`src/hw/rtl/pwf_ram.sv`:
```
// Generic single-port-write, registered-read RAM.
module pwf_ram #(
  parameter int WIDTH = 32,
  parameter int DEPTH = 64
) (
  input  logic                     clk,
  input  logic                     wr_en,
  input  logic [$clog2(DEPTH)-1:0] wr_addr,
  input  logic [WIDTH-1:0]         wr_data,
  input  logic [$clog2(DEPTH)-1:0] rd_addr,
  output logic [WIDTH-1:0]         rd_data
);

  logic [WIDTH-1:0] mem [DEPTH];

  always_ff @(posedge clk) begin
    if (wr_en) begin
      mem[wr_addr] <= wr_data;
    end
    rd_data <= mem[rd_addr];
  end

endmodule

```
`config.mk`:
```
export PLATFORM = sky130hd
export DESIGN_NAME = pwf_ram
export DESIGN_NICKNAME = d
export VERILOG_FILES = /design/src/hw/rtl/pwf_ram.sv
export SDC_FILE = /design/constraint.sdc
export NUM_CORES = 2
export LEC_CHECK = 0
export ABC_AREA = 0
export BUFFER_PORTS_ARGS = -buffer_cell sky130_fd_sc_hd__buf_2
export CAP_MARGIN = 25
export CORE_MARGIN = 8
export CORE_UTILIZATION = 42
export DETAILED_ROUTE_END_ITERATION = 10
export MAX_ROUTING_LAYER = met4
export PLACE_DENSITY = 0.67
export RECOVER_POWER = 50
export SYNTH_ARGS = -nofsm -noshare
export SYNTH_HDL_FRONTEND = slang
export SYNTH_SLANG_ARGS = --single-unit
```
`constraint.sdc`:
```
create_clock -name clk -period 3.72 [get_ports clk]
set_clock_uncertainty 0.1 [all_clocks]
set_input_delay 0.744 -clock clk [delete_from_list [all_inputs] [get_ports clk]]
set_output_delay 0.744 -clock clk [all_outputs]
set_load 0.01 [all_outputs]
```
# Word-level counts from Yosys, hierarchy flattened

Memory sizes are Yosys's and may differ from the RTL's. A register that Yosys moved wholly into a read port is not among the register bits.
Cells that the tools add are included.
Widths: inputs -> output; s select.

Input bits: 46
Memories: 1
Bits in registers: 0
Logic and storage cells: 3
Memory bits (writable): 2048
Output and inout port bits: 32

Multiplexer cells: 2

Memory list:

| name | depth | bits a word | read ports | clocked after Yosys merged registers in | wr ports | RTL line | source |
|---|---|---|---|---|---|---|---|
| mem  | 64    | 32          | 1          | 1                                       | 1        | 14       | `logic [WIDTH-1:0] mem [DEPTH];` |

Operators with widths:

| operator | number |
|---|---|
| $mux 1   | 2 |

# Depth between registers and ports, before layout

Depth after elaboration: 2
Depth in mapped cells: 10
Mapped depth without buffers: 5

# Worst setup path before layout

No wires, ideal clock.

Kind: input to register
Start: input wr_addr[3]
End: memory mem[48][0] (enable)
Path slack: -284 ps
Data arrival time: 3443 ps
Required time: 3159 ps
Buffers on the path: 1
Library setup time: 461 ps
Stages on the path: 4
Cell sequence: clkbuf_1 > nor2b_1 > nand4b_1 > nor3_1

RTL lines:

| what        | RTL line | source |
|---|---|---|
| from (decl) | 8        | `input logic [$clog2(DEPTH)-1:0] wr_addr,` |
| to (decl)   | 14       |  |

Straight into the memory's write port.

# Worst setup path in the final report

Start: input wr_data[30]
End: memory mem[5][30] (data pin)

RTL lines:

| what        | RTL line | source |
|---|---|---|
| from (decl) | 9        | `input logic [WIDTH-1:0] wr_data,` |

Straight into the memory's write port.

==> results.md <==
- Total power: 48800 uW
- Crit path kind: in2reg
- Sequential Power Share: 53.5%
- Sinks on Clock Net: 2080
- Via count: 37655
- Die area: 201000 um2
- Worst Tran Pin Value: 2.63 ns
- Core area: 186000 um2
- Post-synthesis mux area share: 16.8%
- Delay-heaviest family, CP: buffers and inverters
- Worst-path fanout max: 56
- Worst min-delay path class: in2reg
- Switching share of power: 21.1%
- 1st-iter DRT viols: 4770
- First-pass GRT wire length: 279000 um
- R2R Path Start: mem[30][18]
- Cell Pwr Density: 537 nW/um2
- Worst-path clk slew: 0.06 ns
- Clock latency on the worst-skew pair: 0.85 ns
- Post-DP HPWL: 111000 um
- Met3 GRT Util: 3.18%
- Synth area leaders: edfxtp_1 (78%), mux4_2 (16%), mux2i_1 (1.2%)
- Min cycle time layout: 2.89 ns
- CTS max path bufs: 3
- Cells after Synth: 3324
- Critical Path AT: 3.04 ns
- NetSw: 10300 uW
- Worst setup path end: mem[5][30]
- Hold_ws: 0.0733 ns
- Comb pwr share: 4.9%
- Yosys cell types: 34
- Hold buffers post-CTS: 0
- Synthesis Warnings: 0
- Critical Path End Type: flop
- Port Buffer Count: 77
- Htree depth: 4
- Die height: 448 um
- Synth Area in Simple Gates: 1.27%
- GRT busiest layer: met2
- Root buf cell: clkbuf_16
- Failing checks: max-capacitance violations, max-slew violations
- Grt ovf: 0
- Initial antenna violation count: 8
- WP buf/inv: 2
- Worst reg-to-reg path cell count: 4
- Number of global-route vias before repair: 37603
- Met1 Use GR: 27.0%
- Startpoint types: input pin
- Achievable Freq: 0.346 GHz
- Vias per inst: 5.94
- FP Rows: 158
- Max-cap violations: 31
- Leakage: 0.0282 uW
- Critical path's slowest cell: clkbuf_1
- Mean area per synthesized cell: 23.6 um2
- Starting density of the core: 42.3%
- Pins Over Slew Limit: 1634
- Final hold viol count: 0
- Final core utilization: 48.9%
- Post-CTS setup buffer count: 0
- RSZ-0062 raised after global routing: no
- Worst slew margin: -75.5%
- DIE WIDTH: 448 um
- Syn-to-layout area delta: 15.7%
- Setup Total Neg Slack: 0 ns
- RR Endpoint: rd_data[18]
- Max incr delay on CP: 1.88 ns
- Status: finished with violations
- Synth Area in XOR/XNOR: 0%
- Worst R2R Setup Slack: 1.29 ns
- Net Count, Synth: 3370
- Hold Startpoint: wr_data[0]
- Layout cell share with drive strength beyond 1: 30.0%
- Main combinational cell family by area after synthesis: multiplexers
- Design Area, Final: 90800 um2
- Number of synthesized register bits: 2080
- Drt pass-1 iters: 7
- Num CTS Buffers: 201
- GRT Total Usage: 19.9%
- Cell repeated most along the worst path: clkbuf_1
- Crit share post-route: 77.7%
- Synth Area in Compound Gates: 1.67%
- DRC viols: 0
- Placed cell areas: 84400 um2
- ANT nets after route: 0
- # setup viols final: 0
- Synthesized-area fraction occupied by adder cells: 0%
- I/O pins: 78
- Number of stages on the worst setup path: 2
- Pint: 38500 uW
- Sequential share of the synthesized area: 79.1%
- Routability Congestion: 0.787
- Post-synth top area share: 78.3%
- WP data required: 3.87 ns
- Global Route met2 Usage: 31.4%
- Peak supply drop: 0.000548 V
- Pin count of the biggest net entering global routing: 65
- Clock share of power: 41.6%
- CTS tree: built
- Worst Setup SP: wr_data[30]
- Nets: 3721
- Leading area contributor after synthesis: edfxtp_1
- CTS resizes: 0
- Total wire length: 196000 um
- CP cell instances: clkbuf_1, clkbuf_1
- Synth Cell Area: 78500 um2
- Avg WL per Cell: 31.0 um
-- cell families (layout without fill, tap and decap cells) --
| family | count (synthesis) | after routing |
|---|---|---|
| other | 0 | 7 |
| buffers and inverters | 182 | 710 |
| DFF | 2080 | 2080 |
| and+or+nand+nor | 223 | 223 |
| AOI/OAI and AO/OA | 202 | 202 |
| muxes | 637 | 637 |
-- how the worst min path moves through the flow --
stage	slack, ns	end	cells after the start
floorplan	0.56	rd_data[17]	4
global placement	0.63	rd_data[4]	4
detailed placement	0.67	rd_data[17]	4
CTS	0.12	mem[33][1]	1
global route	0.04	mem[58][0]	1
finish	0.07	mem[56][0]	1
-- layer usage --
metal	vias up	wire length [um]
met1	20391	78400
met3	326	16400
met5	-	0
met4	0	5650
li1	15023	-
met2	1915	96000
-- synth_stat cells --
cell type	instances
nand3_1	5
nand2_1	26
a31oi_1	1
or2_0	1
and2_1	2
o22ai_1	84
buf_6	5
mux4_2	544
mux2i_1	93
buf_1	21
or3b_2	3
o221ai_1	27
nor2b_1	15
nor2_1	137
a41o_1	4
edfxtp_1	2048
or2_2	1
nand4_1	2
a21oi_1	62
or2_1	1
or3_1	3
nand4b_1	1
or3b_1	2
nand2b_1	8
and3_1	4
nor3_1	7
clkbuf_1	74
nand3b_1	5
buf_2	57
a22oi_1	12
o32ai_1	4
a311oi_1	8
dfxtp_1	32
buf_4	25
-- layout by cell type (no fill, tap or decap), types with 4 or more instances in the layout --
master	n
edfxtp_1	2048
mux4_2	544
clkbuf_16	205
buf_4	144
clkbuf_1	119
mux2i_1	93
o22ai_1	84
nor2_1	77
buf_12	72
a21oi_1	62
nor2_4	60
clkinv_1	48
buf_2	40
dfxtp_1	32
clkinv_2	30
o221ai_1	27
nand2_1	26
bufinv_16	19
nor2b_1	15
a22oi_1	12
a311oi_1	8
diode_2	7
nand2b_1	7
clkinvlp_4	7
clkbuf_8	6
nand3b_1	5
nor3_1	5
nand3_1	5
clkinv_8	5
and3_1	4
a41o_1	4
o32ai_1	4
inv_6	4
-- layout make-up --
class,instances,area (um2)
fillers,14450,94800
flip-flops and latches,2080,62100
multi-input cells,1062,16000
clock buffers,260,5400
well taps,2480,3100
repair buffers,330,3040
clock inverters,120,1190
diodes,7,17.5
-- state kept, by name (all words and copies together) (netlist names) --
| signal | flops |
|---|---|
| rd_data | 32 |
| mem | 2048 |
-- power groups by stage --
stage                     combinational [uW]  sequential, uW  clock [uW]
after floorplan                         1260           26500           0
after global placement                  2380           26600           0
after detailed placement                2440           26600           0
after CTS                               2450           26100       20600
after global routing                    2530           26100       21400
final                                   2400           26100       20300
-- through the flow --
step | std cells | setup WS (ns)
2_1_floorplan | 3324 | 0.224
3_3_place_gp | 5922 | -0.0705
3_5_place_dp | 5930 | -0.0567
4_1_cts | 6310 | 0.823
5_1_grt | 6334 | 0.709
6_report | 6339 | 0.831
Note: power is estimated with default switching activity, not from simulation.
